$ cat src/hdl/aoa_pkg.sv
`timescale 1ns / 1ps

package aoa_pkg;

  // fixed field widths of the items
  localparam int CHANNEL_W = 3;
  localparam int SAMPLE_W  = 10;
  localparam int COUNT_W   = 8;
  localparam int AVG_W     = 10;

  // channel field mask and its complement
  localparam logic [COUNT_W-1:0] CH_FIELD_MASK = 8'h07;
  localparam logic [COUNT_W-1:0] CH_FIELD_HIGH = 8'hF8;

  typedef logic [CHANNEL_W-1:0] channel_t;
  typedef logic [SAMPLE_W-1:0]  sample_t;
  typedef logic [COUNT_W-1:0]   count_t;
  typedef logic [AVG_W-1:0]     avg_t;

  // divider status seen by the sequencer
  typedef struct packed {
    logic busy;
    logic done;
  } div_stat_t;

endpackage

$ cat src/hdl/aoa_in_if.sv
`timescale 1ns / 1ps

interface aoa_in_if import aoa_pkg::*; ();
  logic     valid;
  logic     ready;
  channel_t channel;
  sample_t  sample;

  modport source (output valid, output channel, output sample, input ready);
  modport sink (input valid, input channel, input sample, output ready);
endinterface

$ cat src/hdl/aoa_out_if.sv
`timescale 1ns / 1ps

interface aoa_out_if import aoa_pkg::*; ();
  logic   valid;
  logic   ready;
  avg_t   average;
  count_t used_count;
  logic   overflow;

  modport source (output valid, output average, output used_count, output overflow,
                  input ready);
  modport sink (input valid, input average, input used_count, input overflow,
                output ready);
endinterface

$ cat src/hdl/aoa_cfg_if.sv
`timescale 1ns / 1ps

interface aoa_cfg_if import aoa_pkg::*; ();
  logic   valid;
  logic   ready;
  count_t sample_count;

  modport source (output valid, output sample_count, input ready);
  modport sink (input valid, input sample_count, output ready);
endinterface

$ cat src/hdl/aoa_serial_div.sv
`timescale 1ns / 1ps

module aoa_serial_div import aoa_pkg::*; #(
  parameter int SUM_BITS = 16
) (
  input  logic                clk,
  input  logic                rst_n,
  input  logic                start,
  input  logic [SUM_BITS-1:0] dividend,
  input  count_t              divisor,
  output logic [SUM_BITS-1:0] quotient,
  output div_stat_t           stat
);

  localparam int CNT_W = $clog2(SUM_BITS);
  localparam logic [CNT_W-1:0] LAST_BIT = CNT_W'(SUM_BITS - 1);

  logic [SUM_BITS-1:0] quo_r, quo_nxt;
  count_t              rem_r, rem_nxt;
  count_t              den_r, den_nxt;
  logic [CNT_W-1:0]    cnt_r, cnt_nxt;
  logic                busy_r, busy_nxt;
  logic                done_r, done_nxt;
  logic [COUNT_W:0]    trial;
  logic [COUNT_W:0]    diff;

  // one quotient bit per cycle, restoring step
  always_comb begin
    quo_nxt  = quo_r;
    rem_nxt  = rem_r;
    den_nxt  = den_r;
    cnt_nxt  = cnt_r;
    busy_nxt = busy_r;
    done_nxt = 1'b0;
    trial    = {rem_r, quo_r[SUM_BITS-1]};
    diff     = trial - {1'b0, den_r};
    if (start) begin
      quo_nxt  = dividend;
      rem_nxt  = '0;
      den_nxt  = divisor;
      cnt_nxt  = '0;
      busy_nxt = 1'b1;
    end else if (busy_r) begin
      if (trial >= {1'b0, den_r}) begin
        rem_nxt = diff[COUNT_W-1:0];
        quo_nxt = {quo_r[SUM_BITS-2:0], 1'b1};
      end else begin
        rem_nxt = trial[COUNT_W-1:0];
        quo_nxt = {quo_r[SUM_BITS-2:0], 1'b0};
      end
      cnt_nxt = cnt_r + 1'b1;
      if (cnt_r == LAST_BIT) begin
        busy_nxt = 1'b0;
        done_nxt = 1'b1;
      end
    end
  end

  always_ff @(posedge clk) begin
    if (!rst_n) begin
      busy_r <= 1'b0;
      done_r <= 1'b0;
      cnt_r  <= '0;
    end else begin
      busy_r <= busy_nxt;
      done_r <= done_nxt;
      cnt_r  <= cnt_nxt;
    end
    quo_r <= quo_nxt;
    rem_r <= rem_nxt;
    den_r <= den_nxt;
  end

  assign quotient  = quo_r;
  assign stat.busy = busy_r;
  assign stat.done = done_r;

endmodule

$ cat src/hdl/adc_oversample_averager_top.sv
`timescale 1ns / 1ps

// channel  port   direction  payload
// in       in_s   sink       channel[2:0], sample[9:0]
// out      out_s  source     average[9:0], used_count[7:0], overflow
// cfg      cfg_s  sink       sample_count[7:0], always ready
//
// a sample on a new channel only updates the remembered channel; any other sample
// goes through the bit-serial adder before the next item is taken
// an item that ends a run then goes through the serial divider, which an overflow
// with no samples skips, and S_DONE, which hands the result to the output register
// rst_n is synchronous; it clears sum, count, remembered channel, sample_count to 1
// input is taken only while the sequencer idles; a waiting result does not block it
// until the next run ends

module adc_oversample_averager_top import aoa_pkg::*; #(
  parameter int SAMPLE_BITS = 10,
  parameter int SUM_BITS    = 16,
  parameter int CHANNELS    = 8
) (
  input  logic      clk,
  input  logic      rst_n,
  aoa_in_if.sink    in_s,
  aoa_out_if.source out_s,
  aoa_cfg_if.sink   cfg_s
);

  localparam int SMP_USE = (SAMPLE_BITS < SAMPLE_W) ? SAMPLE_BITS : SAMPLE_W;
  localparam sample_t SMP_MASK = SAMPLE_W'((1 << SMP_USE) - 1);
  localparam int CNT_W = $clog2(SUM_BITS);
  localparam logic [CNT_W-1:0] LAST_BIT = CNT_W'(SUM_BITS - 1);

  localparam logic [1:0] S_IDLE = 2'd0;
  localparam logic [1:0] S_ADD  = 2'd1;
  localparam logic [1:0] S_DIV  = 2'd2;
  localparam logic [1:0] S_DONE = 2'd3;

  // channel reduced modulo the channel count, a few narrow subtract steps
  function automatic channel_t ch_reduce(input channel_t ch);
    logic [4:0] v;
    v = {2'b00, ch & CH_FIELD_MASK[CHANNEL_W-1:0]};
    for (int i = 0; i < 4; i++) begin
      if (v >= 5'(CHANNELS)) begin
        v = v - 5'(CHANNELS);
      end
    end
    return v[CHANNEL_W-1:0];
  endfunction

  logic [1:0]          state_r, state_nxt;
  channel_t            last_ch_r, last_ch_nxt;
  logic [SUM_BITS-1:0] sum_r, sum_nxt;
  logic [SUM_BITS-1:0] add_r, add_nxt;
  logic                carry_r, carry_nxt;
  logic [CNT_W-1:0]    bit_cnt_r, bit_cnt_nxt;
  count_t              taken_r, taken_nxt;
  count_t              smp_cnt_r, smp_cnt_nxt;
  count_t              res_cnt_r, res_cnt_nxt;
  logic                res_ovf_r, res_ovf_nxt;
  avg_t                out_avg_r, out_avg_nxt;
  count_t              out_cnt_r, out_cnt_nxt;
  logic                out_ovf_r, out_ovf_nxt;
  logic                out_valid_r, out_valid_nxt;

  logic                in_acc;
  channel_t            ch_in;
  logic                sbit;
  logic                cout;
  logic [SUM_BITS-1:0] sum_rot;
  logic [SUM_BITS-1:0] sum_new;
  count_t              cnt_inc;
  count_t              target;
  logic                div_start;
  logic [SUM_BITS-1:0] div_dividend;
  count_t              div_divisor;
  logic [SUM_BITS-1:0] div_quo;
  div_stat_t           div_stat;

  assign in_s.ready  = (state_r == S_IDLE);
  assign cfg_s.ready = 1'b1;
  assign in_acc      = in_s.valid && in_s.ready;
  assign ch_in       = ch_reduce(in_s.channel);

  // serial full adder and the values seen on the last bit
  assign sbit    = sum_r[0] ^ add_r[0] ^ carry_r;
  assign cout    = (sum_r[0] & add_r[0]) | (carry_r & (sum_r[0] ^ add_r[0]));
  assign sum_rot = {sum_r[0], sum_r[SUM_BITS-1:1]};
  assign sum_new = {sbit, add_r[SUM_BITS-1:1]};
  assign cnt_inc = taken_r + 1'b1;
  assign target  = (smp_cnt_r == '0) ? count_t'(1) : smp_cnt_r;

  // sequencer
  always_comb begin
    state_nxt     = state_r;
    last_ch_nxt   = last_ch_r;
    sum_nxt       = sum_r;
    add_nxt       = add_r;
    carry_nxt     = carry_r;
    bit_cnt_nxt   = bit_cnt_r;
    taken_nxt     = taken_r;
    smp_cnt_nxt   = smp_cnt_r;
    res_cnt_nxt   = res_cnt_r;
    res_ovf_nxt   = res_ovf_r;
    out_avg_nxt   = out_avg_r;
    out_cnt_nxt   = out_cnt_r;
    out_ovf_nxt   = out_ovf_r;
    out_valid_nxt = out_valid_r;
    div_start     = 1'b0;
    div_dividend  = sum_new;
    div_divisor   = cnt_inc;

    if (cfg_s.valid && cfg_s.ready) begin
      smp_cnt_nxt = cfg_s.sample_count;
    end

    if (out_valid_r && out_s.ready) begin
      out_valid_nxt = 1'b0;
    end

    case (state_r)
      S_IDLE: begin
        if (in_acc) begin
          if (ch_in != last_ch_r) begin
            last_ch_nxt = ch_in;
          end else begin
            add_nxt     = {{(SUM_BITS-SAMPLE_W){1'b0}}, in_s.sample & SMP_MASK};
            carry_nxt   = 1'b0;
            bit_cnt_nxt = '0;
            state_nxt   = S_ADD;
          end
        end
      end
      S_ADD: begin
        sum_nxt     = sum_rot;
        add_nxt     = sum_new;
        carry_nxt   = cout;
        bit_cnt_nxt = bit_cnt_r + 1'b1;
        if (bit_cnt_r == LAST_BIT) begin
          if (cout) begin
            // sum would wrap: drop the sample, average what was taken
            res_cnt_nxt  = taken_r;
            res_ovf_nxt  = 1'b1;
            div_dividend = sum_rot;
            div_divisor  = taken_r;
            div_start    = (taken_r != '0);
            sum_nxt      = '0;
            taken_nxt    = '0;
            state_nxt    = (taken_r != '0) ? S_DIV : S_DONE;
          end else if (cnt_inc >= target) begin
            res_cnt_nxt = cnt_inc;
            res_ovf_nxt = 1'b0;
            div_start   = 1'b1;
            sum_nxt     = '0;
            taken_nxt   = '0;
            state_nxt   = S_DIV;
          end else begin
            sum_nxt   = sum_new;
            taken_nxt = cnt_inc;
            state_nxt = S_IDLE;
          end
        end
      end
      S_DIV: begin
        if (div_stat.done) begin
          state_nxt = S_DONE;
        end
      end
      S_DONE: begin
        if (!out_valid_r || out_s.ready) begin
          out_avg_nxt   = (res_cnt_r == '0) ? avg_t'(0) : div_quo[AVG_W-1:0];
          out_cnt_nxt   = res_cnt_r;
          out_ovf_nxt   = res_ovf_r;
          out_valid_nxt = 1'b1;
          state_nxt     = S_IDLE;
        end
      end
      default: begin
        state_nxt = S_IDLE;
      end
    endcase
  end

  always_ff @(posedge clk) begin
    if (!rst_n) begin
      state_r     <= S_IDLE;
      last_ch_r   <= '0;
      sum_r       <= '0;
      taken_r     <= '0;
      smp_cnt_r   <= count_t'(1);
      out_valid_r <= 1'b0;
      bit_cnt_r   <= '0;
      carry_r     <= 1'b0;
    end else begin
      state_r     <= state_nxt;
      last_ch_r   <= last_ch_nxt;
      sum_r       <= sum_nxt;
      taken_r     <= taken_nxt;
      smp_cnt_r   <= smp_cnt_nxt;
      out_valid_r <= out_valid_nxt;
      bit_cnt_r   <= bit_cnt_nxt;
      carry_r     <= carry_nxt;
    end
    add_r     <= add_nxt;
    res_cnt_r <= res_cnt_nxt;
    res_ovf_r <= res_ovf_nxt;
    out_avg_r <= out_avg_nxt;
    out_cnt_r <= out_cnt_nxt;
    out_ovf_r <= out_ovf_nxt;
  end

  aoa_serial_div #(
    .SUM_BITS (SUM_BITS)
  ) u_div (
    .clk      (clk),
    .rst_n    (rst_n),
    .start    (div_start),
    .dividend (div_dividend),
    .divisor  (div_divisor),
    .quotient (div_quo),
    .stat     (div_stat)
  );

  assign out_s.valid      = out_valid_r;
  assign out_s.average    = out_avg_r;
  assign out_s.used_count = out_cnt_r;
  assign out_s.overflow   = out_ovf_r;

  // an empty average only comes from a wrap on the first sample
  a_empty_is_ovf: assert property (@(posedge clk) disable iff (!rst_n)
    (out_valid_r && out_cnt_r == '0) |-> out_ovf_r)
    else $error("result with no samples but no overflow");

  // the divider is never restarted while it works
  a_div_idle_start: assert property (@(posedge clk) disable iff (!rst_n)
    div_start |-> !div_stat.busy)
    else $error("divider started while busy");

  // waiting on the divider means it is running or just finished
  a_div_wait: assert property (@(posedge clk) disable iff (!rst_n)
    (state_r == S_DIV) |-> (div_stat.busy || div_stat.done))
    else $error("sequencer waits on an idle divider");

  // a run that ends normally took at least one sample
  a_full_run: assert property (@(posedge clk) disable iff (!rst_n)
    (state_r == S_DONE && !res_ovf_r) |-> (res_cnt_r != '0))
    else $error("normal run end with zero samples");

endmodule

$ cat src/flat_wrapper.sv
// flat-port wrapper written by rule: the top's interface ports become plain ports
module adc_oversample_averager_top_flat import aoa_pkg::*;
#(
  parameter int SAMPLE_BITS = 10,
  parameter int SUM_BITS    = 16,
  parameter int CHANNELS    = 8
)
  (clk, rst_n, in_s_valid, in_s_channel, in_s_sample, in_s_ready, out_s_valid, out_s_average, out_s_used_count, out_s_overflow, out_s_ready, cfg_s_valid, cfg_s_sample_count, cfg_s_ready);
  aoa_in_if in_s_i ();
  aoa_out_if out_s_i ();
  aoa_cfg_if cfg_s_i ();
  input  logic clk;
  input  logic rst_n;
  input wire logic [$bits(in_s_i.valid)-1:0] in_s_valid;
  input wire logic [$bits(in_s_i.channel)-1:0] in_s_channel;
  input wire logic [$bits(in_s_i.sample)-1:0] in_s_sample;
  output wire logic [$bits(in_s_i.ready)-1:0] in_s_ready;
  output wire logic [$bits(out_s_i.valid)-1:0] out_s_valid;
  output wire logic [$bits(out_s_i.average)-1:0] out_s_average;
  output wire logic [$bits(out_s_i.used_count)-1:0] out_s_used_count;
  output wire logic [$bits(out_s_i.overflow)-1:0] out_s_overflow;
  input wire logic [$bits(out_s_i.ready)-1:0] out_s_ready;
  input wire logic [$bits(cfg_s_i.valid)-1:0] cfg_s_valid;
  input wire logic [$bits(cfg_s_i.sample_count)-1:0] cfg_s_sample_count;
  output wire logic [$bits(cfg_s_i.ready)-1:0] cfg_s_ready;
  assign in_s_i.valid = in_s_valid;
  assign in_s_i.channel = in_s_channel;
  assign in_s_i.sample = in_s_sample;
  assign in_s_ready = in_s_i.ready;
  assign out_s_valid = out_s_i.valid;
  assign out_s_average = out_s_i.average;
  assign out_s_used_count = out_s_i.used_count;
  assign out_s_overflow = out_s_i.overflow;
  assign out_s_i.ready = out_s_ready;
  assign cfg_s_i.valid = cfg_s_valid;
  assign cfg_s_i.sample_count = cfg_s_sample_count;
  assign cfg_s_ready = cfg_s_i.ready;
  adc_oversample_averager_top #(.SAMPLE_BITS(SAMPLE_BITS), .SUM_BITS(SUM_BITS), .CHANNELS(CHANNELS)) u_core (.clk(clk), .rst_n(rst_n), .in_s(in_s_i), .out_s(out_s_i), .cfg_s(cfg_s_i));
endmodule
$ cat config.mk
export PLATFORM = sky130hd
export DESIGN_NAME = adc_oversample_averager_top_flat
export DESIGN_NICKNAME = d
export VERILOG_FILES = /design/src/hdl/aoa_pkg.sv /design/src/hdl/aoa_in_if.sv /design/src/hdl/aoa_out_if.sv /design/src/hdl/aoa_cfg_if.sv /design/src/hdl/aoa_serial_div.sv /design/src/hdl/adc_oversample_averager_top.sv /design/src/flat_wrapper.sv
export SDC_FILE = /design/constraint.sdc
export NUM_CORES = 1
export LEC_CHECK = 0
export ABC_AREA = 1
export BUFFER_PORTS_ARGS = -buffer_cell sky130_fd_sc_hd__buf_2
export CORE_ASPECT_RATIO = 1.5
export CORE_MARGIN = 5
export CORE_UTILIZATION = 30
export CTS_BUF_LIST = sky130_fd_sc_hd__clkbuf_8
export DETAILED_ROUTE_END_ITERATION = 10
export GPL_TIMING_DRIVEN = 1
export PLACE_DENSITY = 0.48
export SLEW_MARGIN = 20
export SYNTH_ARGS = -nofsm -noshare
export SYNTH_HDL_FRONTEND = slang
export SYNTH_SLANG_ARGS = --single-unit
$ cat constraint.sdc
create_clock -name clk -period 3.3 [get_ports clk]
set_clock_uncertainty 0.05 [all_clocks]
set_input_delay 0.66 -clock clk [delete_from_list [all_inputs] [get_ports clk]]
set_output_delay 0.66 -clock clk [all_outputs]
set_load 0.03 [all_outputs]
==> flow_metrics.env, run 1 <==
export IMPL_outcome="completed"
export IMPL_cts_clk_slew_worst_paths_ns=0.08
export IMPL_ys_ff_latch=125
export IMPL_timing_final_crit_share=0.848
export IMPL_hold_worst_slack_ns=0.376
export IMPL_fp_dieW_um=128
export IMPL_max_clock_path_buffers=2
export IMPL_hpwl_mm=10.9
export IMPL_wl_per_cell_um=13.5
export IMPL_crit_path_cell_trace="ha_1 -> nand4_1 -> nor2_1 -> xor2_1 -> ha_1 -> nand2_1 -> o21a_1 -> nand3_1 -> nand3_2 -> buf_4 -> o21ai_0"
export IMPL_rrSetupSlack_ns=0.50
export IMPL_layout_setup_ws_ns=0.502
export IMPL_dp_cells=1057
export IMPL_peakVddDrop_uv=206
export IMPL_cts_setup_buffers=0
export IMPL_async_flop_share=0
export IMPL_layout_drive_gt1_share=0.126
export IMPL_start_kind="register"
export IMPL_cpPeakStageDelay_ns=0.39
export IMPL_cp_arrival_ns=2.92
export IMPL_cts_sinks=125
export IMPL_grt_pass1_wl_mm=24.5
export IMPL_synth_common_cells="nand2_1 (186), inv_1 (109), nor2_1 (82)"
export IMPL_wl_mm=14.7
export IMPL_critPathCaptureType="register"
export IMPL_cp_required_ns=3.42
export IMPL_yosys_warnings=0
export IMPL_synth_cells=766
export IMPL_syn_num_nets=814
export IMPL_layout_cells_non_filler=1089
export IMPL_gp_congestion=0.826
export IMPL_grt_setup_unrepaired="false"
export IMPL_layout_min_cycle_time_ns=2.80
export IMPL_drv_slew=0
export IMPL_synth_top_area_cell="edfxtp_1"
export IMPL_grt_pass1_vias=4943
export IMPL_antenna_cells=0
export IMPL_drt_iter0_markers=239
export IMPL_htreeDepth=4
export IMPL_clk_latency_ns=0.44
export IMPL_synth_main_ff_cell="edfxtp_1"
export IMPL_syn_to_final_growth_pct=13.3
export IMPL_synth_top_family_by_area="simple AND/OR/NAND/NOR gates"
export IMPL_ctsResizeCount=0
export IMPL_yosys_cell_types_count=40
export IMPL_drc=0
export IMPL_ioPinCount=48
export IMPL_num_vias=4902
export IMPL_grt_max_degree=32
export IMPL_path_common_cell="ha_1"
export IMPL_hold_path_class="reg -> reg"
export IMPL_core_region_area_mm2=0.0205
export IMPL_dieHeight_um=187
export IMPL_track_usage=0.128
export IMPL_ant_nets=0
export IMPL_placementRows=64
export IMPL_report_final_setup_viol=0
export IMPL_drv_cap=0
export IMPL_powerDensity_mw_per_mm2=465
export IMPL_worst_pin_slew_ns=0.946
export IMPL_worstSetupPathType="reg -> reg"
export IMPL_timing_final_hold_violations=0
export IMPL_antenna_found_initial=0
export IMPL_synth_top_area_frac=0.325
export IMPL_crit_path_top_delay_cell="dfxtp_1"
export IMPL_nets=860
export IMPL_cts_tree="yes"
export IMPL_synth_avg_cell_area_um2=8.19
export IMPL_vias_per_cell=4.50
export IMPL_start_util=0.306
export IMPL_synthAdderAreaFrac=0.0462
export IMPL_dpl_cell_area_mm2=0.00675
export IMPL_synthTopCellsByArea="edfxtp_1 (33%), dfxtp_1 (18%), nand2_1 (11%)"
export IMPL_synthMuxAreaShare=0.00159
export IMPL_cp_max_fo=31
export IMPL_p_leak_nw=3.03
export IMPL_syn_cell_area_mm2=0.00628
export IMPL_die_area_mm2=0.0240
export IMPL_fin_setup_tns_ns=0
export IMPL_portBuffers=46
export IMPL_numCtsBuffers=17
export IMPL_design_area_mm2=0.00711
export IMPL_overflow=0
export IMPL_dp_slack_ns=0.527
export IMPL_synth_most_common_cell="nand2_1"
export IMPL_max_slew_margin=0.368
export IMPL_root_buffer="clkbuf_8"
export IMPL_yosysSeqAreaShare=0.507
export IMPL_fmax_ghz=0.357
export IMPL_synth_xor_area_frac=0.0153
export IMPL_synth_simple_area_share=0.220
export IMPL_final_util=0.347
export IMPL_drtPass1Iterations=4
export IMPL_holdBufCountCts=0
export IMPL_synth_compound_area_frac=0.115
export IMPL_finalPower_mw=3.31
export IMPL_synth_edf_count=68
## final cells by class
| class | instances | area (um2) |
|---|---|---|
| clock buffer | 17 | 234 |
| clock inverter | 15 | 128 |
| fill | 2273 | 13400 |
| inverter | 115 | 432 |
| multi-input combinational | 498 | 2510 |
| sequential | 125 | 3180 |
| tap | 264 | 330 |
| timing repair buffer | 55 | 298 |
## placed cells by master (no fill, tap or decap), types with 3 or more instances in the layout
cell type / instances
clkinv_4: 4
buf_2: 46
o21ai_0: 50
xor2_1: 4
nand4_1: 9
inv_2: 5
xnor2_1: 7
o22ai_1: 16
clkbuf_8: 17
nor2_1: 82
nand3_1: 34
o21ai_1: 11
o21a_1: 9
a21oi_1: 38
o21bai_1: 4
ha_1: 20
clkinvlp_4: 4
clkinv_2: 4
nand2_1: 186
buf_4: 9
dfxtp_1: 57
inv_1: 110
nor4_1: 4
edfxtp_1: 68
or2_2: 3
## per-layer routing
metal  share of wire  wire, um  vias to the layer above  global-route usage
met1            0.43      6340                     2236               0.145
met4           0.017       252                        0              0.0474
met5               0         0                        -                   0
li1                -         -                     2577                   -
met3           0.025       360                       16              0.0240
met2            0.53      7750                       73               0.233
## critical path: cells and delay by family (launching register included)
family | cells | cell delay, ns
AOI/OAI and AO/OA | 2 | 0.33
xor gates and xnor gates | 1 | 0.28
adders and majority gates | 2 | 0.50
buffers and inverters | 1 | 0.30
DFF | 1 | 0.39
and+or+nand+nor | 5 | 0.67
## final timing paths
kind / to / cells after the start / from
worst max-delay path: u_core.u_div.quotient[2]$_DFFE_PP_ / 11 / u_core.taken_r[0]$_SDFFE_PN0P_
worst min-delay path: u_core.out_s.overflow$_DFFE_PP_ / 0 / u_core.res_ovf_r$_SDFFCE_PN1P_
worst max register to register: u_core.u_div.quotient[2]$_DFFE_PP_ / 11 / u_core.taken_r[0]$_SDFFE_PN0P_
worst min register to register: u_core.out_s.overflow$_DFFE_PP_ / 0 / u_core.res_ovf_r$_SDFFCE_PN1P_
## flip-flops by register name, indices dropped and copies added (netlist names), 3 cells and up, named ones only
register                 flops
u_core.u_div.cnt_r           4
u_core.bit_cnt_r             4
u_core.u_div.rem_r           8
u_core.sum_r                16
u_core.u_div.quotient       16
u_core.u_div.den_r           8
u_core.res_cnt_r             8
u_core.taken_r               8
u_core.add_r                16
u_core.out_s.average        10
u_core.out_s.used_count      8
u_core.smp_cnt_r             8
u_core.last_ch_r             3
## cells by family (layout without fill, tap and decap cells)
group	count (synthesis)	count (layout)
buf+inv	143	202
mux	1	1
other cells	1	1
compound gates	131	131
fa+ha+maj	22	22
xor+xnor	11	11
flops	125	125
simple gates	332	332
## power by group
group | switching (mW) | internal [mW] | total [mW] | leakage (nW)
logic | 0.244 | 0.119 | 0.363 | 1.76
registers | 0.0319 | 1.69 | 1.72 | 1.09
clock network | 0.638 | 0.591 | 1.23 | 0.179
total | 0.914 | 2.39 | 3.31 | 3.03
Power figures use the tool's default switching activity.
==> run 2: changes to the inputs <==
ABC_AREA = 0   (was 1)
PLACE_DENSITY = 0.49   (was 0.48)
clock period = 2.27 ns   (was 3.3 ns; I/O delays follow)
==> run 2 against run 1 <==
Compared with the run above:
- the run now ends with setup timing left
- utilization rose by 3.3 points
- synthesized cell count decreased by 25%
- register-to-register slack worse by 1.1 ns
- sequential power rose by 44%
- maximum frequency shrank 1.5%
- cell count fell by 13%
- synthesized area shrank 1.9%
- flip-flop and latch count stayed put
- count of clock-buffer cells in the layout stayed put
- power increased by 45%
- highest routed layer unchanged
==> flow_metrics.env, run 2 <==
export IMPL_outcome="finished, violations left"
export IMPL_violations="setup timing"
export IMPL_portBuffers=46
export IMPL_layout_setup_ws_ns=-0.570
export IMPL_rrSetupSlack_ns=-0.57
export IMPL_antenna_cells=0
export IMPL_grt_pass1_wl_mm=22.9
export IMPL_syn_num_nets=621
export IMPL_cp_required_ns=2.40
export IMPL_core_region_area_mm2=0.0203
export IMPL_yosys_cell_types_count=58
export IMPL_die_area_mm2=0.0236
export IMPL_grt_setup_unrepaired="true"
export IMPL_timing_final_hold_violations=0
export IMPL_htreeDepth=4
export IMPL_report_final_setup_viol=88
export IMPL_placementRows=64
export IMPL_synth_most_common_cell="nand2_1"
export IMPL_grt_max_degree=30
export IMPL_max_clock_path_buffers=2
export IMPL_p_leak_nw=3.19
export IMPL_critPathCaptureType="register"
export IMPL_drc=0
export IMPL_root_buffer="clkbuf_8"
export IMPL_synth_common_cells="nand2_1 (101), edfxtp_1 (68), dfxtp_1 (57)"
export IMPL_yosys_warnings=0
export IMPL_holdBufCountCts=0
export IMPL_hold_path_class="in -> reg"
export IMPL_num_vias=4438
export IMPL_layout_common_cells="nand2_1 (101), edfxtp_1 (68), buf_4 (63), dfxtp_1 (51), buf_2 (46)"
export IMPL_powerDensity_mw_per_mm2=620
export IMPL_nets=723
export IMPL_synth_main_ff_cell="edfxtp_1"
export IMPL_overflow=0
export IMPL_crit_family="compound AO/OA/AOI/OAI gates"
export IMPL_synth_cells=573
export IMPL_cts_tree="yes"
export IMPL_synth_top_area_frac=0.332
export IMPL_gp_congestion=0.802
export IMPL_reg2reg_to="u_core.u_div.quotient[7]$_DFFE_PP_"
export IMPL_peakVddDrop_uv=271
export IMPL_design_area_mm2=0.00772
export IMPL_cts_sinks=125
export IMPL_ant_nets=0
export IMPL_synth_edf_count=68
export IMPL_grt_pass1_vias=4533
export IMPL_clk_latency_ns=0.44
export IMPL_r2r_start="u_core.smp_cnt_r[5]$_SDFFE_PN0P_"
export IMPL_syn_cell_area_mm2=0.00616
export IMPL_worst_r2r_cell_count=10
export IMPL_layout_commonest_cell="nand2_1"
export IMPL_synth_avg_cell_area_um2=10.7
export IMPL_dpl_cell_area_mm2=0.00710
export IMPL_final_util=0.380
export IMPL_track_usage=0.123
export IMPL_layout_min_cycle_time_ns=2.84
export IMPL_numCtsBuffers=17
export IMPL_drv_slew=0
export IMPL_cp_buffers_inverters=1
export IMPL_synth_top_area_cell="edfxtp_1"
export IMPL_crit_path_cell_trace="nor4_2 -> a41o_1 -> ha_1 -> nand2b_4 -> a211oi_2 -> o21bai_2 -> a2111oi_4 -> or3_4 -> inv_12 -> mux2_4"
export IMPL_max_slew_margin=0.527
export IMPL_ys_ff_latch=125
export IMPL_wl_per_cell_um=15.0
export IMPL_finalPower_mw=4.78
export IMPL_syn_to_final_growth_pct=25.4
export IMPL_vias_per_cell=4.66
export IMPL_worst_pin_slew_ns=0.707
export IMPL_crit_path_top_delay_cell="a2111oi_4"
export IMPL_hpwl_mm=10.2
export IMPL_drtPass1Iterations=4
export IMPL_layout_drive_gt1_share=0.305
export IMPL_dieHeight_um=185
export IMPL_async_flop_share=0
export IMPL_start_util=0.303
export IMPL_drt_iter0_markers=210
export IMPL_fmax_ghz=0.352
export IMPL_worst_hold_path_num_cells=3
export IMPL_start_kind="register"
export IMPL_yosysSeqAreaShare=0.517
export IMPL_drv_cap=0
export IMPL_cp_arrival_ns=2.97
export IMPL_synthTopCellsByArea="edfxtp_1 (33%), dfxtp_1 (19%), nand2_1 (6.2%)"
export IMPL_fp_dieW_um=127
export IMPL_hold_end="u_core.smp_cnt_r[0]$_SDFFE_PN1P_"
export IMPL_worstSetupPathType="reg -> reg"
export IMPL_cpPeakStageDelay_ns=0.44
export IMPL_antenna_found_initial=0
export IMPL_ioPinCount=48
export IMPL_cp_max_fo=18
export IMPL_cts_clk_slew_worst_paths_ns=0.07
export IMPL_hp_start="cfg_s_sample_count[0]"
export IMPL_wl_mm=14.3
export IMPL_timing_final_crit_share=1.25
## run 2: cell types whose count changed in the layout (fill, tap and decap cells not counted), sizes merged, moves of 16 or more
cell,previous run,this run
and2,2,19
inv,116,28
buf,55,116
a21oi,39,4
nor2b,0,16
o21ai,61,10
nand3,37,9
nor2,84,24
mux2,0,17
mux2i,1,18
nand2,188,101
a22o,0,37
## run 2: power by group
part           total [mW]  switching [mW]  internal [mW]
logic               0.421           0.225          0.196
registers            2.47          0.0458           2.42
clock network        1.89           0.926          0.968
## run 2: timing repair
| action | in CTS | in global routing |
|---|---|---|
| pin swaps | 8 | 9 |
| gates cloned | 1 | 2 |
| endpoints found under the hold margin | 0 | 0 |
| setup endpoints to repair | 88 | 88 |
| setup buffers | 7 | 2 |
| resized for setup | 28 | 14 |
## run 2: logic make-up (layout without fill, tap and decap cells)
logic type | Yosys count | after routing | share of synthesized area
other cells | 1 | 1 | 0.000609
compound gates | 83 | 83 | 0.108
mux | 35 | 35 | 0.0670
flops | 125 | 125 | 0.517
fa+ha+maj | 22 | 22 | 0.0471
buf+inv | 62 | 175 | 0.0463
xor+xnor | 29 | 29 | 0.0412
simple gates | 216 | 218 | 0.172
## run 2: worst max-delay path by stage
stage	start	to	slack, ns	cells after the start
floorplan	u_core.taken_r[4]$_SDFFE_PN0P_	u_core.u_div.quotient[14]$_DFFE_PP_	-0.78	13
global placement	u_core.taken_r[2]$_SDFFE_PN0P_	u_core.u_div.quotient[2]$_DFFE_PP_	-0.68	10
detailed placement	u_core.taken_r[3]$_SDFFE_PN0P_	u_core.u_div.quotient[1]$_DFFE_PP_	-0.73	11
CTS	u_core.taken_r[2]$_SDFFE_PN0P_	u_core.u_div.quotient[7]$_DFFE_PP_	-0.62	10
global route	u_core.smp_cnt_r[5]$_SDFFE_PN0P_	u_core.u_div.quotient[7]$_DFFE_PP_	-0.71	10
finish	u_core.smp_cnt_r[5]$_SDFFE_PN0P_	u_core.u_div.quotient[7]$_DFFE_PP_	-0.57	10
## run 2: metrics by stage
stage	worst slack (ns)	TNS, ns	std cells	hold slack [ns]
after global placement	-0.682	-51.12	911	0.363
after CTS	-0.616	-43.07	951	0.153
after detailed placement	-0.726	-54.25	911	0.387
after global routing	-0.710	-51.37	952	0.172
after floorplan	-0.776	-43.34	573	0.350
final	-0.570	-38.62	952	0.186
## run 2: area by class of cell
type	instances	area (um2)
Fill cell	2096	12600
Sequential cell	125	3200
Multi-Input combinational cell	388	2880
Timing Repair Buffer	116	820
Tap cell	264	330
Clock buffer	17	234
Clock inverter	15	148
Inverter	27	114
## run 2: metal layers
metal / wire length, um / global-route usage / part of all wire
met3: 350 / 0.0224 / 0.025
met2: 7410 / 0.221 / 0.52
met4: 323 / 0.0597 / 0.023
met5: 0 / 0 / 0
met1: 6180 / 0.140 / 0.43
## run 2: worst min-delay path, delay by kind of cell
kind | cells | cell delay (ns)
simple gates | 1 | 0.05
mux | 1 | 0.05
buf+inv | 1 | 0.08
